## src/design/mpat_pkg.sv

```systemverilog
// Shared types, codes and constants for the memory port access timing block.
package mpat_pkg;

  localparam int MAX_BYTE_COUNT = 65535;

  localparam int DELAY_W  = 4;
  localparam int CYCLE_W  = 22;
  localparam int BYTES_W  = 16;
  localparam int PORT_W   = 32;

  // Port register layout
  localparam int WR_DELAY_LO   = 0;
  localparam int RD_DELAY_LO   = 4;
  localparam int USE_RECOVERY  = 8;
  localparam int USE_HOLD      = 9;
  localparam int USE_FLOAT     = 10;
  localparam int USE_STROBE    = 11;
  localparam int BUS_16BIT     = 12;
  localparam int DMA_DELAY_LO  = 24;
  localparam int DMA_DELAY_SEL = 29;
  localparam int DMA_BUS_32BIT = 30;

  // Timing offsets
  localparam int FIRST_FLOOR   = 6;
  localparam int DELAY_EXTRA   = 2;
  localparam int FIRST_MIN_ADD = 6;
  localparam int SEQ_MIN_ADD   = 2;

  typedef enum logic [1:0] {
    CMD_WRITE_PORT = 2'd0,
    CMD_READ_PORT  = 2'd1,
    CMD_QUERY      = 2'd2,
    CMD_UNUSED     = 2'd3
  } cmd_t;

  typedef enum logic [1:0] {
    REG_RECOVERY = 2'd0,
    REG_HOLD     = 2'd1,
    REG_FLOAT    = 2'd2,
    REG_STROBE   = 2'd3
  } reg_idx_t;

  typedef struct packed {
    cmd_t               cmd;
    logic [PORT_W-1:0]  write_data;
    logic               is_write;
    logic               is_dma;
    logic [BYTES_W-1:0] byte_count;
  } in_item_t;

  typedef struct packed {
    logic [PORT_W-1:0]  read_data;
    logic [CYCLE_W-1:0] access_cycles;
  } out_item_t;

  typedef struct packed {
    logic [DELAY_W-1:0] recovery;
    logic [DELAY_W-1:0] hold;
    logic [DELAY_W-1:0] float_dly;
    logic [DELAY_W-1:0] strobe;
  } common_delays_t;

endpackage

```

## src/design/mpat_timing.sv

```systemverilog
// Bus cycle count of one access from the port setting and the common delays.
module mpat_timing
  import mpat_pkg::*;
(
  input  logic [PORT_W-1:0]  setting,
  input  common_delays_t     delays,
  input  logic               is_write,
  input  logic               is_dma,
  input  logic [BYTES_W-1:0] byte_count,
  output logic [CYCLE_W-1:0] access_cycles
);

  logic signed [7:0]    base;
  logic signed [7:0]    delay;
  logic signed [7:0]    minimum;
  logic signed [7:0]    first;
  logic signed [7:0]    seq;
  logic [BYTES_W-1:0]   bytes;
  logic [BYTES_W:0]     accesses;
  logic [BYTES_W-1:0]   more;
  logic [CYCLE_W:0]     total;

  always_comb begin
    if (is_dma && setting[DMA_DELAY_SEL]) begin
      delay = $signed({4'b0000, setting[DMA_DELAY_LO +: DELAY_W]});
    end else if (is_write) begin
      delay = $signed({4'b0000, setting[WR_DELAY_LO +: DELAY_W]});
    end else begin
      delay = $signed({4'b0000, setting[RD_DELAY_LO +: DELAY_W]});
    end

    minimum = setting[USE_STROBE] ? $signed({4'b0000, delays.strobe}) : 8'sd0;

    // recovery of zero drives the sum to minus one
    base = 8'sd0;
    if (setting[USE_RECOVERY]) begin
      base = base + $signed({4'b0000, delays.recovery}) - 8'sd1;
    end
    if (setting[USE_FLOAT]) begin
      base = base + $signed({4'b0000, delays.float_dly});
    end
    if (is_write && setting[USE_HOLD]) begin
      base = base + $signed({4'b0000, delays.hold});
    end

    first = base + delay + 8'(DELAY_EXTRA);
    if (base < 8'(FIRST_FLOOR)) begin
      first = first + 8'sd1;
    end
    seq = base + delay + 8'(DELAY_EXTRA);
    if (first < minimum + 8'(FIRST_MIN_ADD)) begin
      first = minimum + 8'(FIRST_MIN_ADD);
    end
    if (seq < minimum + 8'(SEQ_MIN_ADD)) begin
      seq = minimum + 8'(SEQ_MIN_ADD);
    end

    bytes = (32'(byte_count) > 32'(MAX_BYTE_COUNT)) ? BYTES_W'(MAX_BYTE_COUNT) : byte_count;

    if (bytes == '0) begin
      accesses = (BYTES_W+1)'(1);
    end else if (is_dma && setting[DMA_BUS_32BIT]) begin
      accesses = ({1'b0, bytes} + (BYTES_W+1)'(3)) >> 2;
    end else if (setting[BUS_16BIT]) begin
      accesses = ({1'b0, bytes} + (BYTES_W+1)'(1)) >> 1;
    end else begin
      accesses = {1'b0, bytes};
    end
    more = BYTES_W'(accesses - (BYTES_W+1)'(1));

    // first and seq are always positive and below 64
    total = (CYCLE_W+1)'(first[5:0]) + (CYCLE_W+1)'(seq[5:0]) * (CYCLE_W+1)'(more);
    access_cycles = total[CYCLE_W-1:0];
  end

endmodule

```

## src/design/memory_port_access_timing.sv

```systemverilog
// Top level: port register, pending countdown, common delays and result register.
//
// One item is accepted per clock cycle while in_ready is high; its result
// is registered in the next cycle; the block takes the next item in the same cycle a
// waiting result is taken. Throughput is set by the single result register:
// in_ready is low only while a result is held and out_ready is low. Port
// register writes (cmd 0) save the old setting as the active one unless a
// change is pending, and arm a two-query countdown during which timing queries
// use the active setting. Common delays are written through cfg_we/cfg_index.
module memory_port_access_timing
  import mpat_pkg::*;
(
  input  logic             clk,
  input  logic             rst,
  input  logic             in_valid,
  output logic             in_ready,
  input  in_item_t         in_item,
  output logic             out_valid,
  input  logic             out_ready,
  output out_item_t        out_item,
  input  logic             cfg_we,
  input  reg_idx_t         cfg_index,
  input  logic [DELAY_W-1:0] cfg_data
);

  logic [PORT_W-1:0]  port_setting;
  logic [PORT_W-1:0]  active_setting;
  logic [1:0]         pending_count;
  common_delays_t     delays;
  logic               accept;
  logic [CYCLE_W-1:0] cycles;
  out_item_t          out_item_next;

  assign in_ready = !out_valid || out_ready;
  assign accept   = in_valid && in_ready;

  mpat_timing u_timing (
    .setting       ((pending_count != 2'd0) ? active_setting : port_setting),
    .delays        (delays),
    .is_write      (in_item.is_write),
    .is_dma        (in_item.is_dma),
    .byte_count    (in_item.byte_count),
    .access_cycles (cycles)
  );

  always_comb begin
    out_item_next = '0;
    case (in_item.cmd)
      CMD_READ_PORT: out_item_next.read_data = port_setting;
      CMD_QUERY:     out_item_next.access_cycles = cycles;
      default:       out_item_next = '0;
    endcase
  end

  always_ff @(posedge clk) begin
    if (rst) begin
      delays <= '0;
    end else if (cfg_we) begin
      case (cfg_index)
        REG_RECOVERY: delays.recovery  <= cfg_data;
        REG_HOLD:     delays.hold      <= cfg_data;
        REG_FLOAT:    delays.float_dly <= cfg_data;
        REG_STROBE:   delays.strobe    <= cfg_data;
        default:      delays           <= delays;
      endcase
    end
  end

  always_ff @(posedge clk) begin
    if (rst) begin
      port_setting   <= '0;
      active_setting <= '0;
      pending_count  <= '0;
    end else if (accept) begin
      case (in_item.cmd)
        CMD_WRITE_PORT: begin
          if (pending_count == 2'd0) begin
            active_setting <= port_setting;
          end
          pending_count <= 2'd2;
          port_setting  <= in_item.write_data;
        end
        CMD_QUERY: begin
          // count down; release the new setting when it expires
          if (pending_count != 2'd0) begin
            pending_count <= pending_count - 2'd1;
            if (pending_count == 2'd1) begin
              active_setting <= port_setting;
            end
          end
        end
        default: begin
          pending_count <= pending_count;
        end
      endcase
    end
  end

  always_ff @(posedge clk) begin
    if (rst) begin
      out_valid <= 1'b0;
    end else if (accept) begin
      out_valid <= 1'b1;
    end else if (out_ready) begin
      out_valid <= 1'b0;
    end
  end

  always_ff @(posedge clk) begin
    if (accept) begin
      out_item <= out_item_next;
    end
  end

endmodule

```

## config.mk

```make
export PLATFORM = sky130hd
export DESIGN_NAME = memory_port_access_timing
export DESIGN_NICKNAME = d
export VERILOG_FILES = /design/src/design/mpat_pkg.sv /design/src/design/mpat_timing.sv /design/src/design/memory_port_access_timing.sv
export SDC_FILE = /design/constraint.sdc
export NUM_CORES = 1
export LEC_CHECK = 0
export ABC_AREA = 1
export CAP_MARGIN = 15
export CORE_UTILIZATION = 62
export DETAILED_ROUTE_END_ITERATION = 8
export DONT_BUFFER_PORTS = 1
export PLACE_DENSITY = 0.77
export SLEW_MARGIN = 5
export SYNTH_ARGS = -nofsm -noshare
export SYNTH_HDL_FRONTEND = slang
export SYNTH_SLANG_ARGS = --single-unit
```

## constraint.sdc

```tcl
create_clock -name clk -period 30.3 [get_ports clk]
set_clock_uncertainty 0.1 [all_clocks]
set_input_delay 6.06 -clock clk [delete_from_list [all_inputs] [get_ports clk]]
set_output_delay 6.06 -clock clk [all_outputs]
set_load 0.02 [all_outputs]
```

==> flow_summary.toml, run 1 <==
[global_routing]
antenna_found_initial = 0
grtUsageMet1_pct = 36.6
grt_max_degree = 71
use_met3_pct = 5.46
grt_pass1_wl_um = 40300
grt_pass1_vias = 8289
grt_overflow = 0
busiest_layer = "met2"
grtUsageTotal_pct = 28.8
grt_use_met2_pct = 49.8

[floorplan]
fp.dieH_um = 132
die_x_um = 132
start_util_pct = 63.4
num_rows = 47
die-area_um2 = 17500
ios = 119
core_region_area_um2 = 16600

[clocking]
cts_num_sinks = 124
cts_setup_buffers = 0
clkTransAtPathRegs_ns = 0.06
clk_latency_ns = 0.43
clock_path_buffers = 2
h-tree-depth = 4
cts-root-buf = "clkbuf_16"
cts_resized = 0
cts_buffers = 17
postCtsHoldBufs = 0
cts_tree = "done"

[detailed_routing]
wire_per_inst_um = 15.9
drtIter0Drc = 650
num_vias = 8613
drtAntennaViolNets = 0
totalWireLength_um = 24100
vias_per_cell = 5.68
drc = 0
dr.pass1.iters = 5

[timing]
worstMarginPinSlew_ns = 1.07
finalSetupViolCount = 0
fin_ws_ns = 16.23
period_share_pct = 46.4
timing.final.hold_violations = 0
fmax_ghz = 0.0711
final.setup.tns_ns = 0
relSlewSlack_pct = 28.6
fin_crit_ns = 14.07
final_max_slew_viol_count = 0
rsz0062_at_grt = "false"

[logic_synthesis]
syn_area_um2 = 10500
syn-mean-instance-area_um2 = 8.09
ys_seq_elements = 124
ys_seq_area_share_pct = 28.7
synth_nets = 1508
syn_inst = 1300
synth.distinct_cells = 58
yosysWarnings = 0

[status]
outcome = "complete, no violations"

[hold_path]
hp-class = "reg -> reg"

[setup_path]
path_max_fanout = 16
cp-start-kind = "primary input"
cp_slowest_cell = "fa_1"
required_ns = 30.38
path_class = "in -> reg"
critPathCaptureType = "register"
max_stage_delay_ns = 0.56
arrival_ns = 14.15

[placed_design]
dpl.hpwl_um = 17900
port_buffers = 0
place_congestion = 0.891
dpl-instance-area_um2 = 10600
dp_slack_ns = 15.93

[cells_and_area]
fill_cells = 1410
antenna-diode-count = 0
final_design_area_no_fill_um2 = 11200
final_nets = 1491
syn2layout_area_growth_pct = 6.79
drive_gt1_share_pct = 8.80

[flow_run]
maxCapViolations = 0
==> Yosys cell counts (all sizes together) <==
cell	count	area share, %
o221ai	3	0.25
a31oi	8	0.48
o31ai	1	0.071
o21bai	1	0.071
ha	83	9.9
buf	15	1.1
nand3b	7	0.65
or2	8	0.48
nand2	187	7.9
o21ai	74	4.3
nor2	246	9.0
nor3b	1	0.071
a21o	2	0.14
o211ai	8	0.57
o21a	6	0.43
nand2b	1	0.060
nor4	7	0.42
xnor2	11	1.2
a21oi	69	3.4
nand4	14	1.0
edfxtp	54	15
a211oi	62	4.4
a21boi	1	0.071
nand3	50	2.5
and2	3	0.18
dfxtp	70	13
clkbuf	25	0.89
inv	179	6.4
clkinv	2	0.071
xor2	23	2.1
fa	62	12
nor3	15	1.1
mux2	1	0.11
a311oi	1	0.083
==> sequential cells by signal, summed over array words and instances (netlist names) <==
signal	flops
active_setting	19
delays	16
out_item	54
out_valid	1
pending_count	2
port_setting	32
==> layout by cell type (no fill, tap or decap), types with 8 or more instances in the layout <==
cell / count
nor2_1: 236
inv_1: 172
nand2_1: 157
ha_1: 83
dfxtp_1: 70
a21oi_1: 66
a211oi_1: 62
fa_1: 62
o21ai_0: 59
edfxtp_1: 54
nand3_1: 48
nand2_2: 21
xor2_1: 21
clkbuf_16: 17
nand4_1: 12
nor3_1: 11
nor2_2: 10
nand2_4: 8
a31oi_1: 8
o211ai_1: 8
==> metrics by stage <==
stage | hold slack (ns) | utilization [%] | cells
after floorplan | 0.340 | - | 1300
after global placement | 0.349 | 63.9 | 1483
after detailed placement | 0.352 | 63.9 | 1483
after CTS | 0.365 | 67.6 | 1515
after global routing | 0.390 | 67.7 | 1516
final | 0.366 | 67.7 | 1516
==> metal layers <==
layer	wire length, µm	part of all wire (%)
met1	10500	44
met2	11900	49
met3	1190	4.9
met4	500	2.1
met5	0	0
==> worst paths after layout <==
kind | from | to | slack [ns] | cells after the start
max | in_item[16] | out_item[21] | 16.23 | 38
min | port_setting[15] | port_setting[15] | 0.37 | 2
max reg2reg | pending_count[0] | out_item[21] | 18.92 | 50
min reg2reg | port_setting[15] | port_setting[15] | 0.37 | 2
==> final cells by class <==
type                       count  area [µm²]  share of cell area (%)
sequential                   124        3020                    26.9
timing repair buffer           4        50.0                   0.446
multi-input combinational    955        6600                    58.7
clock buffer                  17         425                    3.79
clock inverter                15         175                    1.56
inverter                     181         684                    6.09
tap                          220         275                    2.45
==> worst max-delay path: cells and delay by family <==
kind	cells	cell delay, ns
fa+ha+maj	9	3.54
xor+xnor	1	0.48
buf+inv	6	0.38
compound gates	14	2.66
simple gates	8	1.01
==> cells by family after synthesis <==
| group | count (synthesis) | synth area share [%] |
|---|---|---|
| AND/OR/NAND/NOR | 539 | 23.4 |
| AO/OA/AOI/OAI | 236 | 14.3 |
| buffers and inverters | 221 | 8.54 |
| adder cells (fa/ha/maj) | 145 | 21.7 |
| flip-flops | 124 | 28.7 |
| XOR/XNOR | 34 | 3.26 |
| multiplexers | 1 | 0.107 |
Power of run 1 is left out: the tool's default activity adds up to more than one toggle a clock period on the data nets, which glitch-free logic cannot reach.
==> run 2, diff against run 1 <==
--- a/config.mk
+++ b/config.mk
@@ -7,7 +7,7 @@
 export LEC_CHECK = 0
 export ABC_AREA = 1
 export CAP_MARGIN = 15
-export CORE_UTILIZATION = 62
+export CORE_UTILIZATION = 59
 export DETAILED_ROUTE_END_ITERATION = 8
 export DONT_BUFFER_PORTS = 1
 export PLACE_DENSITY = 0.77
==> constraint.sdc (replaced) <==
create_clock -name clk -period 12.9 [get_ports clk]
set_clock_uncertainty 0.1 [all_clocks]
set_input_delay 2.58 -clock clk [delete_from_list [all_inputs] [get_ports clk]]
set_output_delay 2.58 -clock clk [all_outputs]
set_load 0.02 [all_outputs]
==> flow_summary.toml, run 2 (same netlist as run 1, synthesis figures left out) <==
[cells_and_area]
fill_cells = 1437
antenna-diode-count = 0
syn2layout_area_growth_pct = 7.03
fin_cells = 1522
largest-register = "out_item"
final_common_cell = "nor2_1"
drive_gt1_share_pct = 8.87
largest_register_ffs = 54
seqCellArea_um2 = 3020
reg_top3 = "out_item x54, port_setting x32, active_setting x19"
mostFrequentLayoutCells = "236 x nor2_1, 172 x inv_1, 157 x nand2_1"
multi_input_area_um2 = 6600
final_nets = 1492
utilization_pct = 64.9

[status]
outcome = "complete, no violations"

[clocking]
clk_latency_ns = 0.43
cts_resized = 0
cts_tree = "done"
cts_num_sinks = 124
cts_buffers = 17
cts-root-buf = "clkbuf_16"
postCtsHoldBufs = 0
clkTransAtPathRegs_ns = 0.06
h-tree-depth = 4
clock_path_buffers = 2
cts_setup_buffers = 0

[floorplan]
ios = 119
fp.dieH_um = 136
start_util_pct = 60.6
die_x_um = 136
core_region_area_um2 = 17400
num_rows = 48
die-area_um2 = 18400

[detailed_routing]
drtIter0Drc = 738
drtAntennaViolNets = 0
num_vias = 8729
drc = 0
dr.pass1.iters = 5
totalWireLength_um = 24200
wire_per_inst_um = 15.9
vias_per_cell = 5.74

[placed_design]
port_buffers = 0
dpl.hpwl_um = 18200
dp_slack_ns = 2.07
dp.cells = 1488
place_congestion = 0.911

[setup_path]
cpLargestDelayFamily = "adder cells"
max_stage_delay_ns = 0.55
path_max_fanout = 25
required_ns = 12.98
timing.critical_path.from = "pending_count[0]"
cp-start-kind = "register"
critPathCaptureType = "register"
rrSetupSlack_ns = 2.27
cp_slowest_cell = "fa_1"
path_class = "reg -> reg"
rr_startpoint = "pending_count[0]"
arrival_ns = 10.71
r2r-end = "out_item[21]"
path_common_cell = "inv_1"
rr_worst_depth = 51
crit_buf_inv = 12

[timing]
final.setup.tns_ns = 0
finalSetupViolCount = 0
fin_ws_ns = 2.27
rsz0062_at_grt = "false"
final_max_slew_viol_count = 0
period_share_pct = 82.4
worstMarginPinSlew_ns = 0.893
fin_crit_ns = 10.63
timing.final.hold_violations = 0
fmax_ghz = 0.0940
relSlewSlack_pct = 40.1

[global_routing]
grt_overflow = 0
grt_max_degree = 71
grtUsageTotal_pct = 27.7
grt_pass1_vias = 8522
antenna_found_initial = 0
grt_pass1_wl_um = 40100

[hold_path]
min_from = "port_setting[18]"
hold_depth = 2
min_to = "port_setting[18]"
hp-class = "reg -> reg"

[flow_run]
maxCapViolations = 0
-- run 2: routing by layer --
metal  global-route usage (%)  share of wire (%)  vias to the layer above
li1                         -                  -                     4276
met1                     33.7                 42                     4098
met2                     47.7                 50                      296
met3                     5.65                5.4                       59
met4                     10.9                2.8                        0
met5                        0                  0                        -
-- run 2: how the worst max path moves through the flow --
stage | endpoint | slack, ns | depth (start not counted)
after global routing | out_item[21] | 1.58 | 52
after detailed placement | out_item[21] | 2.07 | 39
after floorplan | out_item[21] | 2.63 | 44
after global placement | out_item[21] | 2.38 | 38
final | out_item[21] | 2.27 | 51
after CTS | out_item[21] | 2.28 | 49
-- run 2: worst min-delay path, delay by kind of cell (launching register included) --
| kind | cells | cell delay, ns |
|---|---|---|
| AO/OA/AOI/OAI | 1 | 0.06 |
| buffers and inverters | 1 | 0.06 |
| flip-flops | 1 | 0.30 |
-- run 2: stage by stage --
step,hold WS (ns),cell area (µm²)
6_report,0.362,11300
5_1_grt,0.377,11300
4_1_cts,0.362,11200
3_5_place_dp,0.351,10600
3_3_place_gp,0.350,10600
2_1_floorplan,0.340,10500
-- run 2: layout make-up --
cell class                      count  area share, %
Sequential cell                   124           26.9
Inverter                          181           6.08
Tap cell                          225           2.50
Clock inverter                     15           1.55
Multi-Input combinational cell    955           58.6
Timing Repair Buffer                5          0.622
Clock buffer                       17           3.78
Power of run 2 is left out for the same reason.
